File: config.mk
export PLATFORM = sky130hd
export DESIGN_NAME = alarm_clock_controller_top_flat
export DESIGN_NICKNAME = d
export VERILOG_FILES = /design/src/rtl/core/acc_pkg.sv /design/src/rtl/core/acc_stream_if.sv /design/src/rtl/core/acc_state.sv /design/src/rtl/core/acc_disp.sv /design/src/rtl/core/alarm_clock_controller_top.sv /design/src/flat_wrapper.sv
export SDC_FILE = /design/constraint.sdc
export NUM_CORES = 1
export LEC_CHECK = 0
export ABC_AREA = 1
export BUFFER_PORTS_ARGS = -buffer_cell sky130_fd_sc_hd__buf_4
export CORE_AREA = 2 2 196 198
export DETAILED_ROUTE_END_ITERATION = 12
export DIE_AREA = 0 0 198 200
export PLACE_DENSITY = 0.87
export REMOVE_ABC_BUFFERS = 1
export SLEW_MARGIN = 20
export SYNTH_ARGS = -nofsm -noshare
export SYNTH_HDL_FRONTEND = slang
export SYNTH_HIERARCHICAL = 1
export SYNTH_SLANG_ARGS = --single-unit
File: constraint.sdc
create_clock -name clock -period 21.3 [get_ports clock]
set_input_delay 2.13 -clock clock [delete_from_list [all_inputs] [get_ports clock]]
set_output_delay 2.13 -clock clock [all_outputs]
set_load 0.02 [all_outputs]
File: src/rtl/core/acc_pkg.sv
`timescale 1ns / 1ps
package acc_pkg;

   localparam int NUM_BUTTONS = 8;

   localparam logic [15:0] TICKS_RESET  = 16'd128;
   localparam logic [7:0]  SNOOZE_RESET = 8'd10;
   localparam logic [16:0] DAY_SECONDS  = 17'd86400;
   localparam logic [16:0] CLOCK_RESET  = 17'd3590;
   localparam logic [16:0] ALARM_RESET  = 17'd3600;
   localparam logic [16:0] MIN_SECONDS  = 17'd60;
   localparam logic [16:0] HOUR_SECONDS = 17'd3600;

   localparam logic [15:0] HIST_MASK    = 16'hE000;
   localparam logic [15:0] HIST_PRESSED = 16'hF000;

   // configuration register indexes
   localparam logic CSR_TICKS  = 1'b0;
   localparam logic CSR_SNOOZE = 1'b1;

   // button roles
   localparam int BTN_SET_ALARM = 0;
   localparam int BTN_SET_TIME  = 1;
   localparam int BTN_SOUND     = 2;
   localparam int BTN_ARM       = 3;
   localparam int BTN_SNOOZE    = 4;
   localparam int BTN_TWELVE    = 7;

   // mode flag bits
   localparam int F_COLON   = 0;
   localparam int F_SETTIME = 1;
   localparam int F_SETALRM = 2;
   localparam int F_TWELVE  = 3;
   localparam int F_ARMED   = 4;
   localparam int F_SOUND   = 5;
   localparam int F_PLAYED  = 6;
   localparam logic [6:0] FLAGS_RESET = 7'b0000001;

   localparam logic [2:0] STEPS_CENTER = 3'd4;
   localparam logic [2:0] STEPS_UP     = 3'd7;
   localparam logic [2:0] STEPS_DOWN   = 3'd1;

   localparam logic [1:0] DIR_NONE = 2'd0;
   localparam logic [1:0] DIR_DOWN = 2'd1;
   localparam logic [1:0] DIR_UP   = 2'd2;

   localparam logic [1:0] PHASE_ORDER [4] = '{2'd3, 2'd1, 2'd0, 2'd2};

   // reciprocal constants: t/60 and t/3600 exact for t < 86400
   localparam logic [17:0] DIV60_MUL     = 18'd139811;
   localparam int          DIV60_SHIFT   = 23;
   localparam logic [16:0] DIV3600_MUL   = 17'd74566;
   localparam int          DIV3600_SHIFT = 28;

   typedef struct packed {
      logic [7:0] buttons_raw;
      logic [3:0] knob_phases;
   } req_payload_type;

   typedef struct packed {
      logic [11:0] display_hhmm;
      logic        colon_on;
      logic        setting_time;
      logic        setting_alarm;
      logic        twelve_hour;
      logic        alarm_armed;
      logic        sound_on;
      logic        snoozing;
   } rsp_payload_type;

   typedef struct packed {
      logic [16:0] shown;
      logic        colon_on;
      logic        setting_time;
      logic        setting_alarm;
      logic        twelve_hour;
      logic        alarm_armed;
      logic        sound_on;
      logic        snoozing;
   } snap_type;

   function automatic logic [16:0] wrap_add(logic [16:0] t, logic [16:0] d);
      logic [17:0] sum;
      sum = {1'b0, t} + {1'b0, d};
      if (sum >= {1'b0, DAY_SECONDS}) begin
         sum = sum - {1'b0, DAY_SECONDS};
      end
      return sum[16:0];
   endfunction

   function automatic logic [1:0] knob_dir(logic [1:0] old_ph, logic [1:0] now_ph);
      logic [1:0] p;
      logic [1:0] dir;
      p = 2'd0;
      dir = DIR_NONE;
      for (int i = 0; i < 4; i++) begin
         if (PHASE_ORDER[i] == now_ph) begin
            p = 2'(i);
         end
      end
      if (old_ph != now_ph) begin
         if (old_ph == PHASE_ORDER[p - 2'd1]) begin
            dir = DIR_DOWN;
         end else if (old_ph == PHASE_ORDER[p + 2'd1]) begin
            dir = DIR_UP;
         end
      end
      return dir;
   endfunction

endpackage

File: src/rtl/core/acc_stream_if.sv
`timescale 1ns / 1ps
interface acc_stream_if #(parameter type payload_type = logic);
   logic        valid;
   logic        ready;
   payload_type payload;

   modport source (output valid, output payload, input ready);
   modport sink (input valid, input payload, output ready);
endinterface

File: src/rtl/core/acc_state.sv
`timescale 1ns / 1ps
module acc_state (
   input  logic                     clock,
   input  logic                     reset,
   input  logic                     accept,
   input  acc_pkg::req_payload_type req_data,
   input  logic                     csr_we,
   input  logic                     csr_index,
   input  logic [15:0]              csr_wdata,
   output acc_pkg::snap_type        snap
);
   import acc_pkg::*;

   logic [15:0] tps_ff;
   logic [7:0]  snz_secs_ff;
   logic [15:0] hist_ff [NUM_BUTTONS];
   logic [15:0] hist_in [NUM_BUTTONS];
   logic [15:0] tick_ff, tick_in;
   logic [16:0] clock_ff, clock_in;
   logic [16:0] alarm_ff, alarm_in;
   logic [6:0]  flags_ff, flags_in;
   logic [7:0]  snooze_ff, snooze_in;
   logic [1:0]  kprev_ff [2];
   logic [1:0]  kprev_in [2];
   logic [2:0]  ksteps_ff [2];
   logic [2:0]  ksteps_in [2];
   logic [NUM_BUTTONS-1:0] pulse;
   logic [1:0]  dir;
   logic [2:0]  st;
   logic [16:0] delta;

   always_comb begin
      flags_in  = flags_ff;
      tick_in   = tick_ff;
      clock_in  = clock_ff;
      alarm_in  = alarm_ff;
      snooze_in = snooze_ff;
      dir       = DIR_NONE;
      st        = STEPS_CENTER;
      delta     = '0;

      if (tick_in == (tps_ff >> 1)) flags_in[F_COLON] = 1'b0;
      if (tick_in >= tps_ff) begin
         flags_in[F_COLON] = 1'b1;
         tick_in = '0;
         clock_in = wrap_add(clock_in, 17'd1);
         if (snooze_in != 8'd0) begin
            flags_in[F_SOUND] = 1'b0;
            snooze_in = snooze_in - 8'd1;
            if (snooze_in == 8'd0 && flags_in[F_ARMED]) begin
               flags_in[F_SOUND]  = 1'b1;
               flags_in[F_PLAYED] = 1'b1;
            end
         end
      end
      tick_in = tick_in + 16'd1;
      if (flags_in[F_SETTIME] || flags_in[F_SETALRM]) flags_in[F_COLON] = 1'b1;

      for (int b = 0; b < NUM_BUTTONS; b++) begin
         hist_in[b] = {hist_ff[b][14:0], req_data.buttons_raw[b]} | HIST_MASK;
         pulse[b]   = (hist_in[b] == HIST_PRESSED);
      end

      if (pulse[BTN_SET_ALARM] && !flags_in[F_SETTIME]) flags_in[F_SETALRM] = !flags_in[F_SETALRM];
      if (pulse[BTN_SET_TIME] && !flags_in[F_SETALRM]) flags_in[F_SETTIME] = !flags_in[F_SETTIME];
      if (pulse[BTN_SOUND]) flags_in[F_SOUND] = !flags_in[F_SOUND];
      if (pulse[BTN_ARM]) begin
         flags_in[F_ARMED] = !flags_in[F_ARMED];
         if (!flags_in[F_ARMED]) flags_in[F_SOUND] = 1'b0;
      end
      if (pulse[BTN_SNOOZE] && flags_in[F_PLAYED] && flags_in[F_ARMED]) begin
         snooze_in = snz_secs_ff;
      end
      if (pulse[BTN_TWELVE]) flags_in[F_TWELVE] = !flags_in[F_TWELVE];

      for (int k = 0; k < 2; k++) begin
         kprev_in[k] = req_data.knob_phases[2*k +: 2];
         dir = knob_dir(kprev_ff[k], kprev_in[k]);
         st  = ksteps_ff[k];
         if (dir == DIR_DOWN) begin
            st = st - 3'd1;
         end else if (dir == DIR_UP) begin
            st = st + 3'd1;
         end
         // minute knob first, then hour knob
         delta = '0;
         if (st == STEPS_UP) begin
            st = STEPS_CENTER;
            delta = (k == 0) ? MIN_SECONDS : HOUR_SECONDS;
         end else if (st == STEPS_DOWN) begin
            st = STEPS_CENTER;
            delta = DAY_SECONDS - ((k == 0) ? MIN_SECONDS : HOUR_SECONDS);
         end
         if (delta != '0) begin
            if (flags_in[F_SETTIME]) clock_in = wrap_add(clock_in, delta);
            if (flags_in[F_SETALRM]) alarm_in = wrap_add(alarm_in, delta);
         end
         ksteps_in[k] = st;
      end

      if (flags_in[F_ARMED] && clock_in == alarm_in) begin
         flags_in[F_SOUND]  = 1'b1;
         flags_in[F_PLAYED] = 1'b1;
      end
   end

   always_comb begin
      snap.shown         = flags_in[F_SETALRM] ? alarm_in : clock_in;
      snap.colon_on      = flags_in[F_COLON];
      snap.setting_time  = flags_in[F_SETTIME];
      snap.setting_alarm = flags_in[F_SETALRM];
      snap.twelve_hour   = flags_in[F_TWELVE];
      snap.alarm_armed   = flags_in[F_ARMED];
      snap.sound_on      = flags_in[F_SOUND];
      snap.snoozing      = (snooze_in != 8'd0);
   end

   always_ff @(posedge clock) begin
      if (reset) begin
         tps_ff      <= TICKS_RESET;
         snz_secs_ff <= SNOOZE_RESET;
      end else if (csr_we) begin
         if (csr_index == CSR_TICKS) tps_ff <= csr_wdata;
         if (csr_index == CSR_SNOOZE) snz_secs_ff <= csr_wdata[7:0];
      end
   end

   always_ff @(posedge clock) begin
      if (reset) begin
         for (int b = 0; b < NUM_BUTTONS; b++) hist_ff[b] <= '0;
         tick_ff   <= '0;
         clock_ff  <= CLOCK_RESET;
         alarm_ff  <= ALARM_RESET;
         flags_ff  <= FLAGS_RESET;
         snooze_ff <= '0;
         for (int k = 0; k < 2; k++) begin
            kprev_ff[k]  <= '0;
            ksteps_ff[k] <= STEPS_CENTER;
         end
      end else if (accept) begin
         for (int b = 0; b < NUM_BUTTONS; b++) hist_ff[b] <= hist_in[b];
         tick_ff   <= tick_in;
         clock_ff  <= clock_in;
         alarm_ff  <= alarm_in;
         flags_ff  <= flags_in;
         snooze_ff <= snooze_in;
         for (int k = 0; k < 2; k++) begin
            kprev_ff[k]  <= kprev_in[k];
            ksteps_ff[k] <= ksteps_in[k];
         end
      end
   end

   a_clock_range: assert property (@(posedge clock) disable iff (reset)
      clock_ff < DAY_SECONDS && alarm_ff < DAY_SECONDS) else $error("time out of day range");
   a_modes_exclusive: assert property (@(posedge clock) disable iff (reset)
      !(flags_ff[F_SETTIME] && flags_ff[F_SETALRM])) else $error("both set modes active");
   a_steps_range: assert property (@(posedge clock) disable iff (reset)
      ksteps_ff[0] >= 3'd2 && ksteps_ff[0] <= 3'd6 && ksteps_ff[1] >= 3'd2 && ksteps_ff[1] <= 3'd6)
      else $error("knob step count escaped");
endmodule

File: src/rtl/core/acc_disp.sv
`timescale 1ns / 1ps
module acc_disp (
   input  logic                     clock,
   input  logic                     reset,
   input  logic                     in_valid,
   output logic                     in_ready,
   input  acc_pkg::snap_type        in_snap,
   output logic                     out_valid,
   input  logic                     out_ready,
   output acc_pkg::rsp_payload_type out_data
);
   import acc_pkg::*;

   logic        s1_valid_ff, s2_valid_ff, s3_valid_ff;
   logic        s1_ready, s2_ready, s3_ready;
   snap_type    s1_ff, s2_ff;
   logic [34:0] prod_min;
   logic [33:0] prod_hr;
   logic [10:0] mins_ff;
   logic [4:0]  hrs_ff;
   logic [10:0] hrs_x60;
   logic [5:0]  minute;
   logic [4:0]  hour;
   logic [11:0] hhmm_in;
   rsp_payload_type out_ff;

   assign s3_ready = !s3_valid_ff || out_ready;
   assign s2_ready = !s2_valid_ff || s3_ready;
   assign s1_ready = !s1_valid_ff || s2_ready;
   assign in_ready = s1_ready;

   assign prod_min = {18'd0, s1_ff.shown} * {17'd0, DIV60_MUL};
   assign prod_hr  = {17'd0, s1_ff.shown} * {17'd0, DIV3600_MUL};

   always_comb begin
      hrs_x60 = ({6'd0, hrs_ff} << 6) - ({6'd0, hrs_ff} << 2);
      minute  = 6'(mins_ff - hrs_x60);
      hour    = hrs_ff;
      if (s2_ff.twelve_hour) begin
         if (hour >= 5'd12) hour = hour - 5'd12;
         if (hour == 5'd0) hour = 5'd12;
      end
      hhmm_in = {6'd0, minute} + ({7'd0, hour} << 6) + ({7'd0, hour} << 5)
              + ({7'd0, hour} << 2);
   end

   always_ff @(posedge clock) begin
      if (reset) begin
         s1_valid_ff <= 1'b0;
         s2_valid_ff <= 1'b0;
         s3_valid_ff <= 1'b0;
      end else begin
         if (s1_ready) s1_valid_ff <= in_valid;
         if (s2_ready) s2_valid_ff <= s1_valid_ff;
         if (s3_ready) s3_valid_ff <= s2_valid_ff;
      end
   end

   always_ff @(posedge clock) begin
      if (s1_ready && in_valid) s1_ff <= in_snap;
      if (s2_ready && s1_valid_ff) begin
         s2_ff   <= s1_ff;
         mins_ff <= prod_min[DIV60_SHIFT +: 11];
         hrs_ff  <= prod_hr[DIV3600_SHIFT +: 5];
      end
      if (s3_ready && s2_valid_ff) begin
         out_ff.display_hhmm  <= hhmm_in;
         out_ff.colon_on      <= s2_ff.colon_on;
         out_ff.setting_time  <= s2_ff.setting_time;
         out_ff.setting_alarm <= s2_ff.setting_alarm;
         out_ff.twelve_hour   <= s2_ff.twelve_hour;
         out_ff.alarm_armed   <= s2_ff.alarm_armed;
         out_ff.sound_on      <= s2_ff.sound_on;
         out_ff.snoozing      <= s2_ff.snoozing;
      end
   end

   assign out_valid = s3_valid_ff;
   assign out_data  = out_ff;

   a_hours_range: assert property (@(posedge clock) disable iff (reset)
      s2_valid_ff |-> hrs_ff < 5'd24) else $error("hour out of range");
   a_minute_split: assert property (@(posedge clock) disable iff (reset)
      s2_valid_ff |-> (mins_ff >= hrs_x60 && mins_ff - hrs_x60 < 11'd60))
      else $error("minute split inconsistent");
   a_out_hold: assert property (@(posedge clock) disable iff (reset)
      s3_valid_ff && !out_ready |=> s3_valid_ff && $stable(out_ff))
      else $error("stalled item changed");
endmodule

File: src/rtl/core/alarm_clock_controller_top.sv
`timescale 1ns / 1ps
// Alarm clock controller. Each accepted req item is one timer tick carrying
// the raw active-low buttons and both knob phases; each tick yields exactly one
// rsp item with the shown HHMM, the colon and the mode flags. A tick is taken
// every cycle unless rsp back-pressure stalls it; state is updated in the
// accepting cycle; HHMM conversion runs in a three-register pipeline (snapshot,
// reciprocal divide by 60 and 3600, digit assembly). Configuration writes go
// through csr_we/csr_index/csr_wdata while idle, which only the user ensures.
module alarm_clock_controller_top (
   input  logic        clock,
   input  logic        reset,
   acc_stream_if.sink   req,
   acc_stream_if.source rsp,
   input  logic        csr_we,
   input  logic        csr_index,
   input  logic [15:0] csr_wdata
);
   import acc_pkg::*;

   logic     accept;
   snap_type snap;

   assign accept = req.valid && req.ready;

   acc_state u_state (
      .clock     (clock),
      .reset     (reset),
      .accept    (accept),
      .req_data  (req.payload),
      .csr_we    (csr_we),
      .csr_index (csr_index),
      .csr_wdata (csr_wdata),
      .snap      (snap)
   );

   acc_disp u_disp (
      .clock     (clock),
      .reset     (reset),
      .in_valid  (req.valid),
      .in_ready  (req.ready),
      .in_snap   (snap),
      .out_valid (rsp.valid),
      .out_ready (rsp.ready),
      .out_data  (rsp.payload)
   );
endmodule

File: src/flat_wrapper.sv
// flat-port wrapper written by rule: the top's interface ports become plain ports
module alarm_clock_controller_top_flat import acc_pkg::*;
  (clock, reset, csr_we, csr_index, csr_wdata, req_valid, req_payload, req_ready, rsp_valid, rsp_payload, rsp_ready);
  acc_stream_if #(.payload_type(req_payload_type)) req_i ();
  acc_stream_if #(.payload_type(rsp_payload_type)) rsp_i ();
  input  logic clock;
  input  logic reset;
  input  logic csr_we;
  input  logic csr_index;
  input  logic [15:0] csr_wdata;
  input wire logic [$bits(req_i.valid)-1:0] req_valid;
  input wire logic [$bits(req_i.payload)-1:0] req_payload;
  output wire logic [$bits(req_i.ready)-1:0] req_ready;
  output wire logic [$bits(rsp_i.valid)-1:0] rsp_valid;
  output wire logic [$bits(rsp_i.payload)-1:0] rsp_payload;
  input wire logic [$bits(rsp_i.ready)-1:0] rsp_ready;
  assign req_i.valid = req_valid;
  assign req_i.payload = req_payload;
  assign req_ready = req_i.ready;
  assign rsp_valid = rsp_i.valid;
  assign rsp_payload = rsp_i.payload;
  assign rsp_i.ready = rsp_ready;
  alarm_clock_controller_top u_core (.clock(clock), .reset(reset), .req(req_i), .rsp(rsp_i), .csr_we(csr_we), .csr_index(csr_index), .csr_wdata(csr_wdata));
endmodule
==> results by group <==
Status
  • Run status: finished clean

Place
  • I/O Buffers: 52
  • GP Congestion: 0.9623
  • DP HPWL: around 46000 um
  • Placed cells: about 3900
  • DP Area: about 25000 um2
  • Setup Slack @ Placement: 11.43 ns

Pwr
  • Power, Total: around 2.1 mW
  • Flop pwr share: about a quarter
  • VDD IR max: 0.00007007 V
  • Clock share of power: between 20% and 30%
  • Pwr dens: 79.81 nW/um2
  • Sw frac: around 44%
  • P_sw: 0.9353 mW
  • Int Pwr: approximately 1.2 mW
  • Combinational fraction of design power: between 50% and 60%
  • Pleak: around 14 nW

Cells and area
  • Area grow syn2layout: 7.315%
  • Share of layout cells above drive strength 1: 8.179%
  • Nets: 3873
  • Finished Layout Cells: 3960
  • Filler instances: 2947
  • Post-Layout Inst Area: approximately 26000 um2
  • Layout Utilization: 70.53%

Global route
  • First-pass GRT wire length: just under 100000 um
  • Initial antenna violation count: 0
  • GRT Total Usage: a little under a third
  • Number of global-route vias before repair: between 20000 and 25000
  • GR Overflow Total: 0
  • Largest net degree at the start of global routing: 86

Setup path
  • Worst Setup End Kind: flop
  • Cell mode on critical path: nand2_1
  • Slowest stage delay, CP: around 0.39 ns
  • Crit path max fanout: 10
  • Critical path class: in -> reg
  • Required time of the critical path: 21.81 ns
  • Slowest-stage cell, CP: a21oi_4
  • Largest delay share family, worst path: simple AND/OR/NAND/NOR gates
  • CP Launch Type: input port
  • Arrival time at the worst endpoint: 9.92 ns
  • Critical path buffer and inverter count: 9

Logic synthesis
  • Top FF cell, synth: edfxtp_1
  • Synthesized area: about 25000 um2
  • Mapped Cells: about 3400
  • Cell with the most instances after synthesis: nand2_1
  • Synth async-reset ratio: 0%
  • Post-synth top cells: nand2_1 (829), inv_1 (651), ha_1 (312)
  • Synth top area share: approximately 17%
  • Post-synth cell types: about 60
  • Area contributors post-synth: edfxtp_1 (17%), ha_1 (16%), nand2_1 (13%)
  • Ys Warns: 6
  • Area leader, netlist: edfxtp_1
  • Syn Area/Cell: 7.261 um2
  • Number of synthesized flops with an enable pin: between 100 and 150
  • #FFs+latches synth: between 200 and 250
  • Register area share after synthesis: 24.80%

Detailed routing
  • 1st-iter DRT viols: around 1900
  • Drt total wl: roughly 60000 um
  • Detail Route Antenna Nets: 0
  • Via count: 21900
  • Per-cell routed wire length: roughly 15 um
  • Vias/cell: ~5.5
  • First-pass DRT Iterations: 6
  • # DRC: 0

Floorplan
  • Initial Util: 65.72%
  • Total core area: around 37000 um2
  • Chip Width: approximately 200 um
  • Height of the die: around 200 um
  • # rows: 71
  • DIE AREA: 39600 um2
  • IO Pins: 55

Timing
  • Rel. slew slack: between 20 and 30%
  • Final Hold Fails: 0
  • Crit path time final: 9.412 ns
  • RSZ-0062 raised after global routing: no
  • Hold WS: 0.4234 ns
  • Slew @ Worst Pin: 1.074 ns
  • Setup slack after layout: 11.89 ns
  • Fmax: roughly 110 MHz
  • Setup tns final: 0 ns
  • Skew final: approximately 0.027 ns
  • Final setup violation count: 0
  • Period utilization: ~44%
  • Slew Limit Fails: 0

Clock network
  • TritonCTS Buffers: 27
  • Max clock buf depth: 3
  • Root Driver: clkbuf_16
  • Worst-skew pair later-pin latency: approximately 0.58 ns
  • Post-CTS Setup Bufs: 0
  • Clk pin slew, worst setup/hold paths: around 0.060 ns
  • Htree depth: 1
  • # clock sinks: approximately 230
  • Hold Buf Count CTS: 0
  • Post-cts resize count: 0
  • CTS tree: done

Hold path
  • Worst hold path class: reg -> reg

Job
  • MaxCap Viol Count: 0
==> power groups by stage <==
stage                     sequential [mW]  combinational (mW)  clock (mW)
after floorplan                     0.548               0.831           0
after global placement              0.550                1.04           0
after detailed placement            0.552                1.07           0
after CTS                           0.543                1.09       0.474
after global routing                0.546                1.26       0.490
final                               0.543                1.09       0.467
==> sequential cells by signal, indices dropped and copies added, names as in the netlist, 7 cells and up <==
| name | count |
|---|---|
| u_core/u_disp/out_data | 19 |
| u_core/u_state/clock_ff | 17 |
| u_core/u_state/tick_ff | 16 |
| u_core/u_disp/s1_ff | 24 |
| u_core/u_state/snooze_ff | 8 |
| u_core/u_disp/s2_ff | 7 |
| u_core/u_state/hist_ff | 72 |
| u_core/u_state/flags_ff | 7 |
| u_core/u_state/tps_ff | 16 |
| u_core/u_state/alarm_ff | 15 |
| u_core/u_state/snz_secs_ff | 8 |
==> cells in the final DEF, fill, tap and decap left out, drive strengths merged, types with 4 or more instances in the layout <==
cell type / instances
nand2: 892
inv: 679
nor2: 326
ha: 312
nand3: 262
edfxtp: 143
o21ai: 116
a21oi: 112
fa: 100
dfxtp: 90
nand4: 69
buf: 64
xor2: 54
o22ai: 36
clkbuf: 29
xnor2: 23
nor3: 19
clkinv: 16
or2: 15
nor4: 14
nand3b: 11
o211ai: 10
a21o: 6
o21bai: 5
o21a: 5
and2: 5
a211oi: 5
a22oi: 5
o221ai: 4
==> path summary, 6_finish.rpt <==
check,startpoint,end,slack [ns],depth (start not counted)
worst max-delay path,req_payload[0],u_core/u_state/flags_ff[5]$_SDFFE_PP0P_,11.89,59
worst max register to register,u_core/u_state/tps_ff[15]$_SDFFE_PP0P_,u_core/u_disp/s1_ff[1]$_DFFE_PP_,12.80,54
worst min-delay path,u_core/u_disp/mins_ff[1]$_DFFE_PP_,u_core/u_disp/out_data[8]$_DFFE_PP_,0.42,0
worst min register to register,u_core/u_disp/mins_ff[1]$_DFFE_PP_,u_core/u_disp/out_data[8]$_DFFE_PP_,0.42,0
==> area by class of cell <==
type / count / area [um2] / area share [%]
Tap cell: 511 / 639.4 / 2.424
Clock buffer: 29 / 725.7 / 2.751
Sequential cell: 233 / 6096 / 23.11
Clock inverter: 21 / 187.7 / 0.7115
Inverter: 676 / 2544 / 9.643
Timing Repair Buffer: 64 / 480.5 / 1.821
Multi-Input combinational cell: 2425 / 15700 / 59.53
Antenna cell: 1 / 2.502 / 0.009487
==> kinds of logic after synthesis <==
group           after synthesis  share of synthesized area (%)
buf+inv                     727                          11.35
mux                           3                         0.1222
flops                       233                          24.80
simple gates               1616                          29.38
fa+ha+maj                   412                          24.03
xor+xnor                     77                          2.835
compound gates              317                          7.488
==> layer usage <==
metal	wire length [um]	share of wire, %	global-route usage [%]	vias up
li1	-	-	-	10930
met1	24780	42	38.91	9982
met2	27580	46	52.60	817
met3	4321	7.3	4.654	178
met4	2876	4.8	14.79	0
met5	0	0	0	-
(Power assumes the default switching activity.)
